[src/design/assert_macros.svh]
// ----------------------------------------------------------------------------
// Assertion macros
// Shared concurrent assertion forms, clocked on clk and disabled in reset.
// ----------------------------------------------------------------------------
`ifndef ASSERT_MACROS_SVH
`define ASSERT_MACROS_SVH

// The expression must hold at every clock edge outside reset.
`define RRQS_ASSERT(lbl, expr) \
  lbl: assert property (@(posedge clk) disable iff (!rst_n) (expr)) \
    else $error("assertion failed");

// When the antecedent holds, the consequent must hold in the same cycle.
`define RRQS_ASSERT_IMP(lbl, ante, cons) \
  lbl: assert property (@(posedge clk) disable iff (!rst_n) (ante) |-> (cons)) \
    else $error("assertion failed");

// When the antecedent holds, the consequent must hold in the next cycle.
`define RRQS_ASSERT_NXT(lbl, ante, cons) \
  lbl: assert property (@(posedge clk) disable iff (!rst_n) (ante) |=> (cons)) \
    else $error("assertion failed");

`endif

[src/design/rrqs_pkg.sv]
// ----------------------------------------------------------------------------
// Round-robin quantum scheduler package
// Item kind codes, register indexes, fixed field widths and shared structs.
// ----------------------------------------------------------------------------
package rrqs_pkg;

  localparam int KIND_W = 3;
  localparam int TID_W  = 8;
  localparam int TICK_W = 8;
  localparam int CFG_IDX_W  = 2;
  localparam int CFG_DATA_W = 8;
  localparam logic [TICK_W-1:0] QUANTUM_RESET = 8'd3;

  localparam logic [KIND_W-1:0] KIND_FORK  = 3'd0;
  localparam logic [KIND_W-1:0] KIND_TICK  = 3'd1;
  localparam logic [KIND_W-1:0] KIND_YIELD = 3'd2;
  localparam logic [KIND_W-1:0] KIND_EXIT  = 3'd3;
  localparam logic [KIND_W-1:0] KIND_START = 3'd4;

  localparam logic [CFG_IDX_W-1:0] CFG_QUANTUM = 2'd0;
  localparam logic [CFG_IDX_W-1:0] CFG_PREEMPT = 2'd1;

  typedef struct packed {
    logic pop;
    logic push;
  } q_ctl_t;

  typedef struct packed {
    logic empty;
    logic full;
  } q_stat_t;

  typedef struct packed {
    logic [TID_W-1:0] cur_tid;
    logic             running;
    logic             switched;
    logic [TID_W-1:0] prev_tid;
    logic [TID_W-1:0] new_tid;
    logic             fork_ok;
    logic             all_done;
  } res_t;

endpackage

[src/design/rrqs_queue.sv]
// ----------------------------------------------------------------------------
// Run queue
// Circular FIFO of thread ids with head pointer and fill count. A pop and a
// push in the same cycle reuse the slot that the pop frees when full.
// ----------------------------------------------------------------------------
`include "assert_macros.svh"

module rrqs_queue #(
  parameter int QUEUE_DEPTH = 16,
  parameter int ID_BITS     = 8
) (
  input  logic                 clk,
  input  logic                 rst_n,
  input  rrqs_pkg::q_ctl_t     q_ctl,
  input  logic [ID_BITS-1:0]   push_id,
  output rrqs_pkg::q_stat_t    q_stat,
  output logic [ID_BITS-1:0]   head_id
);
  import rrqs_pkg::*;

  localparam int HEAD_W = $clog2(QUEUE_DEPTH);
  localparam int CNT_W  = $clog2(QUEUE_DEPTH + 1);

  logic [ID_BITS-1:0] mem [QUEUE_DEPTH];
  logic [HEAD_W-1:0]  head_r, head_nxt;
  logic [CNT_W-1:0]   count_r, count_nxt;
  logic [CNT_W:0]     tail_sum;
  logic [HEAD_W-1:0]  tail_idx;

  assign q_stat.empty = (count_r == '0);
  assign q_stat.full  = (count_r == CNT_W'(QUEUE_DEPTH));
  assign head_id      = mem[head_r];

  always_comb begin
    tail_sum = (CNT_W + 1)'(head_r) + (CNT_W + 1)'(count_r);
    if (tail_sum >= (CNT_W + 1)'(QUEUE_DEPTH)) begin
      tail_sum = tail_sum - (CNT_W + 1)'(QUEUE_DEPTH);
    end
    tail_idx = tail_sum[HEAD_W-1:0];

    head_nxt = head_r;
    if (q_ctl.pop) begin
      head_nxt = (head_r == HEAD_W'(QUEUE_DEPTH - 1)) ? '0 : head_r + 1'b1;
    end
    count_nxt = count_r;
    if (q_ctl.push && !q_ctl.pop) begin
      count_nxt = count_r + 1'b1;
    end else if (q_ctl.pop && !q_ctl.push) begin
      count_nxt = count_r - 1'b1;
    end
  end

  always_ff @(posedge clk) begin
    if (!rst_n) begin
      head_r  <= '0;
      count_r <= '0;
    end else begin
      head_r  <= head_nxt;
      count_r <= count_nxt;
    end
  end

  always_ff @(posedge clk) begin
    if (q_ctl.push) begin
      mem[tail_idx] <= push_id;
    end
  end

  `RRQS_ASSERT(a_count_bound, count_r <= CNT_W'(QUEUE_DEPTH))
  `RRQS_ASSERT_IMP(a_no_overflow, q_ctl.push && q_stat.full, q_ctl.pop)
  `RRQS_ASSERT_IMP(a_no_underflow, q_ctl.pop, !q_stat.empty)

endmodule

[src/design/rrqs_sched.sv]
// ----------------------------------------------------------------------------
// Scheduler core
// Configuration registers, current thread, quantum countdown and id counter,
// with the per-item decision logic that drives the run queue.
// ----------------------------------------------------------------------------
`include "assert_macros.svh"

module rrqs_sched #(
  parameter int ID_BITS = 8
) (
  input  logic                                clk,
  input  logic                                rst_n,
  input  logic                                cfg_we,
  input  logic [rrqs_pkg::CFG_IDX_W-1:0]      cfg_idx,
  input  logic [rrqs_pkg::CFG_DATA_W-1:0]     cfg_wdata,
  input  logic                                fire,
  input  logic [rrqs_pkg::KIND_W-1:0]         kind,
  input  logic                                pend,
  input  rrqs_pkg::q_stat_t                   q_stat,
  input  logic [ID_BITS-1:0]                  head_id,
  output rrqs_pkg::q_ctl_t                    q_ctl,
  output logic [ID_BITS-1:0]                  push_id,
  output rrqs_pkg::res_t                      res
);
  import rrqs_pkg::*;

  localparam int EXT_W = (ID_BITS > TID_W) ? ID_BITS : TID_W;

  logic [TICK_W-1:0]  quantum_r;
  logic               preempt_r;
  logic [ID_BITS-1:0] cur_id_r, cur_id_nxt;
  logic               cur_valid_r, cur_valid_nxt;
  logic [TICK_W-1:0]  ticks_r, ticks_nxt;
  logic [ID_BITS-1:0] next_id_r, next_id_nxt;
  q_ctl_t             ctl;
  logic               rot;
  logic               sw;
  logic               fok;
  logic               done;
  logic [ID_BITS-1:0] prev_id;
  logic [ID_BITS-1:0] new_id;

  function automatic logic [TID_W-1:0] to_tid(input logic [ID_BITS-1:0] v);
    logic [EXT_W-1:0] e;
    e = EXT_W'(v);
    return e[TID_W-1:0];
  endfunction

  always_comb begin
    ctl           = '0;
    push_id       = cur_id_r;
    cur_id_nxt    = cur_id_r;
    cur_valid_nxt = cur_valid_r;
    ticks_nxt     = ticks_r;
    next_id_nxt   = next_id_r;
    rot           = 1'b0;
    sw            = 1'b0;
    fok           = 1'b0;
    done          = 1'b0;
    prev_id       = '0;
    new_id        = '0;

    unique case (kind)
      KIND_FORK: begin
        if (!q_stat.full) begin
          ctl.push    = 1'b1;
          push_id     = next_id_r;
          new_id      = next_id_r;
          next_id_nxt = next_id_r + 1'b1;
          fok         = 1'b1;
        end
      end
      KIND_TICK: begin
        if (cur_valid_r && preempt_r && pend) begin
          if (ticks_r <= TICK_W'(1)) begin
            rot = 1'b1;
          end else begin
            ticks_nxt = ticks_r - 1'b1;
          end
        end
      end
      KIND_YIELD: begin
        rot = cur_valid_r;
      end
      KIND_EXIT: begin
        if (cur_valid_r) begin
          prev_id = cur_id_r;
          sw      = 1'b1;
          if (!q_stat.empty) begin
            ctl.pop    = 1'b1;
            cur_id_nxt = head_id;
            ticks_nxt  = quantum_r;
          end else begin
            cur_valid_nxt = 1'b0;
            cur_id_nxt    = '0;
            done          = 1'b1;
          end
        end
      end
      KIND_START: begin
        if (!cur_valid_r) begin
          if (!q_stat.empty) begin
            ctl.pop       = 1'b1;
            cur_id_nxt    = head_id;
            cur_valid_nxt = 1'b1;
            ticks_nxt     = quantum_r;
            next_id_nxt   = next_id_r + 1'b1;
            sw            = 1'b1;
          end else begin
            done = 1'b1;
          end
        end
      end
      default: begin
      end
    endcase

    // Rotation requeues the running thread behind the others.
    if (rot) begin
      ticks_nxt = quantum_r;
      if (!q_stat.empty) begin
        ctl.pop    = 1'b1;
        ctl.push   = 1'b1;
        push_id    = cur_id_r;
        prev_id    = cur_id_r;
        cur_id_nxt = head_id;
        sw         = 1'b1;
      end
    end
  end

  assign q_ctl.pop  = ctl.pop & fire;
  assign q_ctl.push = ctl.push & fire;

  always_comb begin
    res.cur_tid  = cur_valid_nxt ? to_tid(cur_id_nxt) : '0;
    res.running  = cur_valid_nxt;
    res.switched = sw;
    res.prev_tid = to_tid(prev_id);
    res.new_tid  = to_tid(new_id);
    res.fork_ok  = fok;
    res.all_done = done;
  end

  always_ff @(posedge clk) begin
    if (!rst_n) begin
      quantum_r   <= QUANTUM_RESET;
      preempt_r   <= 1'b0;
      cur_id_r    <= '0;
      cur_valid_r <= 1'b0;
      ticks_r     <= '0;
      next_id_r   <= '0;
    end else begin
      if (cfg_we) begin
        unique case (cfg_idx)
          CFG_QUANTUM: quantum_r <= cfg_wdata;
          CFG_PREEMPT: preempt_r <= cfg_wdata[0];
          default: begin
          end
        endcase
      end
      if (fire) begin
        cur_id_r    <= cur_id_nxt;
        cur_valid_r <= cur_valid_nxt;
        ticks_r     <= ticks_nxt;
        next_id_r   <= next_id_nxt;
      end
    end
  end

  `RRQS_ASSERT_IMP(a_idle_id_zero, !cur_valid_r, cur_id_r == '0)
  `RRQS_ASSERT_NXT(a_fork_counts, fire && fok,
                   next_id_r == ID_BITS'($past(next_id_r) + 1'b1))

endmodule

[src/design/round_robin_quantum_scheduler_unit.sv]
// ----------------------------------------------------------------------------
// Round-robin quantum scheduler
// Preemptive round-robin thread scheduler with a FIFO run queue, a quantum
// countdown and a thread id counter; one result item per input item.
// ----------------------------------------------------------------------------
// The input channel carries one event per item: fork, timer tick, yield,
// exit or start, with the timer pending bit for ticks. Each accepted item
// gives exactly one result item on the output channel with the running
// thread, switch information, the forked id and the done flag.
// An item is first captured in an input register; when the result register is
// free, the decision logic updates the run queue and scheduler state and loads
// the result register, after which out_valid is high until the item is taken.
// One item is accepted every cycle while the receiver keeps out_ready high.
// When the receiver stalls, the result register holds its item and the input
// register holds one more, after which in_ready falls until out_ready returns.
// The configuration channel is always ready; index 0 sets the quantum in
// ticks and index 1 enables preemption. Write it only while no item is in
// flight. Synchronous reset empties the queue, clears the running thread and
// the id counter, sets the quantum to three and disables preemption.
// ----------------------------------------------------------------------------
`include "assert_macros.svh"

module round_robin_quantum_scheduler_unit #(
  parameter int QUEUE_DEPTH = 16,
  parameter int ID_BITS     = 8
) (
  input  logic                               clk,
  input  logic                               rst_n,
  input  logic                               in_valid,
  output logic                               in_ready,
  input  logic [rrqs_pkg::KIND_W-1:0]        in_kind,
  input  logic                               in_timer_pending,
  output logic                               out_valid,
  input  logic                               out_ready,
  output logic [rrqs_pkg::TID_W-1:0]         out_current_tid,
  output logic                               out_running,
  output logic                               out_switched,
  output logic [rrqs_pkg::TID_W-1:0]         out_previous_tid,
  output logic [rrqs_pkg::TID_W-1:0]         out_new_tid,
  output logic                               out_fork_ok,
  output logic                               out_all_done,
  input  logic                               cfg_valid,
  output logic                               cfg_ready,
  input  logic [rrqs_pkg::CFG_IDX_W-1:0]     cfg_index,
  input  logic [rrqs_pkg::CFG_DATA_W-1:0]    cfg_data
);
  import rrqs_pkg::*;

  logic               a_valid_r, a_valid_nxt;
  logic [KIND_W-1:0]  a_kind_r;
  logic               a_pend_r;
  logic               b_valid_r, b_valid_nxt;
  res_t               res_r;
  res_t               res;
  logic               b_free;
  logic               fire;
  logic               in_fire;
  q_ctl_t             q_ctl;
  q_stat_t            q_stat;
  logic [ID_BITS-1:0] push_id;
  logic [ID_BITS-1:0] head_id;

  assign b_free    = !b_valid_r || out_ready;
  assign fire      = a_valid_r && b_free;
  assign in_ready  = !a_valid_r || b_free;
  assign in_fire   = in_valid && in_ready;
  assign cfg_ready = 1'b1;

  always_comb begin
    a_valid_nxt = a_valid_r;
    if (in_fire) begin
      a_valid_nxt = 1'b1;
    end else if (fire) begin
      a_valid_nxt = 1'b0;
    end
    b_valid_nxt = b_valid_r;
    if (fire) begin
      b_valid_nxt = 1'b1;
    end else if (out_ready) begin
      b_valid_nxt = 1'b0;
    end
  end

  always_ff @(posedge clk) begin
    if (!rst_n) begin
      a_valid_r <= 1'b0;
      b_valid_r <= 1'b0;
    end else begin
      a_valid_r <= a_valid_nxt;
      b_valid_r <= b_valid_nxt;
    end
  end

  always_ff @(posedge clk) begin
    if (in_fire) begin
      a_kind_r <= in_kind;
      a_pend_r <= in_timer_pending;
    end
    if (fire) begin
      res_r <= res;
    end
  end

  rrqs_queue #(
    .QUEUE_DEPTH (QUEUE_DEPTH),
    .ID_BITS     (ID_BITS)
  ) u_queue (
    .clk     (clk),
    .rst_n   (rst_n),
    .q_ctl   (q_ctl),
    .push_id (push_id),
    .q_stat  (q_stat),
    .head_id (head_id)
  );

  rrqs_sched #(
    .ID_BITS (ID_BITS)
  ) u_sched (
    .clk       (clk),
    .rst_n     (rst_n),
    .cfg_we    (cfg_valid),
    .cfg_idx   (cfg_index),
    .cfg_wdata (cfg_data),
    .fire      (fire),
    .kind      (a_kind_r),
    .pend      (a_pend_r),
    .q_stat    (q_stat),
    .head_id   (head_id),
    .q_ctl     (q_ctl),
    .push_id   (push_id),
    .res       (res)
  );

  assign out_valid        = b_valid_r;
  assign out_current_tid  = res_r.cur_tid;
  assign out_running      = res_r.running;
  assign out_switched     = res_r.switched;
  assign out_previous_tid = res_r.prev_tid;
  assign out_new_tid      = res_r.new_tid;
  assign out_fork_ok      = res_r.fork_ok;
  assign out_all_done     = res_r.all_done;

  `RRQS_ASSERT_IMP(a_hold_when_blocked, a_valid_r && !b_free, !in_ready)
  `RRQS_ASSERT_NXT(a_result_kept, b_valid_r && !out_ready, b_valid_r)

endmodule

[config.mk]
export PLATFORM = sky130hd
export DESIGN_NAME = round_robin_quantum_scheduler_unit
export DESIGN_NICKNAME = d
export VERILOG_FILES = /design/src/design/rrqs_pkg.sv /design/src/design/rrqs_queue.sv /design/src/design/rrqs_sched.sv /design/src/design/round_robin_quantum_scheduler_unit.sv
export VERILOG_INCLUDE_DIRS = /design/src /design/src/design
export SDC_FILE = /design/constraint.sdc
export NUM_CORES = 1
export LEC_CHECK = 0
export BUFFER_PORTS_ARGS = -buffer_cell sky130_fd_sc_hd__buf_2
export CELL_PAD_IN_SITES_DETAIL_PLACEMENT = 0
export CELL_PAD_IN_SITES_GLOBAL_PLACEMENT = 1
export CORE_ASPECT_RATIO = 1.4
export CORE_MARGIN = 2
export CORE_UTILIZATION = 44
export CTS_BUF_LIST = sky130_fd_sc_hd__clkbuf_8
export DETAILED_ROUTE_END_ITERATION = 12
export HOLD_SLACK_MARGIN = 0.1
export PLACE_DENSITY = 0.8
export SLEW_MARGIN = 0
export SYNTH_ARGS = -nofsm -noshare
export SYNTH_HDL_FRONTEND = slang
export SYNTH_SLANG_ARGS = --single-unit
[constraint.sdc]
create_clock -name clk -period 9.9 [get_ports clk]
set_input_delay 0.495 -clock clk [delete_from_list [all_inputs] [get_ports clk]]
set_output_delay 0.495 -clock clk [all_outputs]
set_load 0.1 [all_outputs]
==> impl_metrics.yaml <==
yosys:
  ys_seq_area_share_pct: 65.64
  synthArstFlopShare_pct: 0
  synth_edf_count: 160
  syn_area_um2: 8815
  synth_fp_nets: 599
  synth_seq_cells: 209
  synth_cells: 567
  synth.distinct_cells: 67
  avgSynthCellArea_um2: 15.55
  yosysWarnings: 0
  synthFlopType: "edfxtp_1"
global_route:
  grt_max_degree: 39
  grt_pass1_wl_mm: 27.34
  track_usage_pct: 16.76
  antenna_found_initial: 0
  grt_pass1_vias: 5213
  grt-ovfl-total: 0
routing:
  drc_errors: 0
  vias: 5080
  detail_route.wl_per_cell_um: 19.28
  routed_wl_mm: 17.49
  wl_met3_um: 797
  drt-initial-drc-count: 343
  met1_length_mm: 6.777
  routed-wl-met2_mm: 9.256
  viasPerCell: 5.601
  dr.pass1.iters: 5
  highest-signal-layer: "met4"
  antenna_left: 0
finish:
  nFillCells: 1608
  nets: 663
  multiInputGateArea_um2: 2860
  antennaDiodeCount: 0
  final_cell_mix: "160 x edfxtp_1, 49 x nor2_1, 48 x buf_2, 47 x dfxtp_1, 40 x mux4_2"
  final_common_cell: "edfxtp_1"
  register_area_um2: 5788
  syn2layout_area_growth_pct: 13.75
  drive_above_1_share_pct: 26.56
worst_hold_path:
  hold_path_depth: 1
  hold_end: "a_pend_r$_DFFE_PP_"
  hold_class: "primary input to flop"
  min_from: "in_timer_pending"
pwr:
  switchingPower_mw: 0.4088
  pwr-share-clk_pct: 41.8
  p_int_mw: 1.396
  ir_worst_vdd_uv: 108.4
  swShare_pct: 22.66
  p_total_mw: 1.804
  power_density_nw_per_um2: 179.9
  comb_power_share_pct: 5.4
  p_seq_share_pct: 52.7
  p_leak_nw: 3.758
critical_path:
  crit_required_ps: 10300
  crit_fanout: 9
  reg2regPathDepth: 16
  worstReg2RegStart: "u_sched.ticks_r[0]$_SDFFE_PN0P_"
  cp-start-kind: "flop"
  worst-r2r-setup-slack_ps: 5960
  worstSetupEndpointType: "flop"
  crit_type: "flop to flop"
  worstPathArrival_ps: 4340
  r2r_end: "u_queue.count_r[4]$_SDFFE_PN0P_"
clock_network:
  cts_resized: 0
  post_cts_buffers: 0
  ctsHoldBuffers: 1
  clock_latency_ps: 590
  cts_sinks: 209
  clock_path_buffers: 3
  cts_tree: "built"
  cts_buffers: 30
  clk_pin_slew_ps: 70
  clockRootBuffer: "clkbuf_8"
  htreeDepth: 1
timing:
  slew_headroom_pct: 18.58
  min_period_ps: 3941
  skew_ps: 36.31
  rsz0062_at_grt: "no"
  finalHoldViolCount: 0
  finalCritPeriodShare_pct: 39.80
  tns_ps: 0
  fmax_mhz: 253.8
  finalSetupViolations: 0
  whs_ps: 128.8
  final_max_slew_viol_count: 0
  worst_pin_slew_ps: 1220
placement:
  routabilityCongestion: 0.8325
  hpwl_mm: 12.16
  port_buffers: 48
floorplanning:
  ios: 50
  fp.dieW_um: 123.6
  die-height_um: 171.5
  core-area_um2: 19770
  dieArea_um2: 21200
  row_count: 61
  start_util_pct: 44.59
run:
  drv_cap: 0
outcome:
  status: "finished clean"
==> worst max-delay path: stages (launching register included) <==
cell      delay (ps)
dfxtp_1          430
inv_1             90
ha_1             270
o2111a_2         320
a21oi_1          390
nor2_1           170
o21ai_2          350
inv_1            110
ha_1             260
inv_1            110
ha_1             260
nor2b_1          170
o21a_1           190
or3_1            300
a21oi_1          180
xnor2_1          130
nor2_1            50
==> layout make-up <==
class	count	share of cell area, %
Multi-Input combinational cell	319	28.53
Clock buffer	38	5.216
Tap cell	252	3.144
Timing Repair Buffer	59	3.244
Inverter	12	0.4492
Sequential cell	209	57.72
Clock inverter	18	1.697
==> metal layers <==
layer	global-route usage (%)	vias up
met3	2.752	46
met2	31.15	152
met1	18.30	2533
met4	7.757	0
li1	-	2349
met5	0	-
==> state kept, by name, summed over array words and instances (netlist names), 3 cells and up, named ones only <==
signal	count
out_current_tid	8
u_queue.mem	128
u_queue.head_r	4
u_sched.next_id_r	8
out_new_tid	8
u_sched.quantum_r	8
u_sched.cur_id_r	8
a_kind_r	3
out_previous_tid	8
u_sched.ticks_r	8
u_queue.count_r	5
==> Yosys cell counts (all sizes together) (8+ instances only) <==
cell,number,area [µm²]
edfxtp,160,4805
xor2,10,87.58
and2,18,112.6
mux2i,13,130.1
inv,12,45.04
nor4,10,68.81
o21ai,13,68.82
nor2,51,210.2
a22o,14,122.6
mux2,8,90.09
dfxtp,49,980.9
mux4,40,900.9
nand2,20,75.07
buf,20,116.4
ha,11,137.6
a21oi,24,138.9
==> cells by family (layout without fill, tap and decap cells) <==
kind of cell	Yosys count	count (layout)	synth area share, %
other	1	1	0.04254
and+or+nand+nor	142	142	8.715
AOI/OAI and AO/OA	87	87	7.254
adders and majority gates	13	13	2.016
DFF	209	209	65.64
buffers and inverters	39	127	2.129
muxes	61	61	12.72
xor gates and xnor gates	15	15	1.490
==> metrics by stage <==
step	area [µm²]	setup slack [ps]	utilization [%]	std cells
finish	10030	5959	50.72	907
CTS	10030	6019	50.72	907
detailed placement	9324	6039	47.17	850
floorplan	8815	6298	-	567
global route	10030	5702	50.72	907
global placement	9324	6211	47.17	850
==> worst max-delay path by stage <==
stage	startpoint	slack, ps	cells past startpoint	end
floorplan	out_valid$_SDFFE_PN0P_	6300	14	u_queue.count_r[4]$_SDFFE_PN0P_
global placement	u_sched.ticks_r[0]$_SDFFE_PN0P_	6210	16	u_queue.count_r[4]$_SDFFE_PN0P_
detailed placement	u_sched.ticks_r[0]$_SDFFE_PN0P_	6040	16	u_queue.count_r[4]$_SDFFE_PN0P_
CTS	u_sched.ticks_r[0]$_SDFFE_PN0P_	6020	16	u_queue.count_r[4]$_SDFFE_PN0P_
global route	u_sched.ticks_r[0]$_SDFFE_PN0P_	5700	16	u_queue.count_r[4]$_SDFFE_PN0P_
finish	u_sched.ticks_r[0]$_SDFFE_PN0P_	5960	16	u_queue.count_r[4]$_SDFFE_PN0P_
==> power groups by stage <==
| stage | Sequential [mW] | Combinational, mW | Clock [mW] |
|---|---|---|---|
| 3_3_place_gp | 0.969 | 0.0971 | 0 |
| 4_1_cts | 0.951 | 0.0987 | 0.771 |
| 6_report | 0.951 | 0.0983 | 0.755 |
| 2_1_floorplan | 1.00 | 0.0463 | 0 |
| 5_1_grt | 0.952 | 0.106 | 0.807 |
| 3_5_place_dp | 0.970 | 0.0980 | 0 |
No activity file was read; power rests on OpenSTA's default activity.
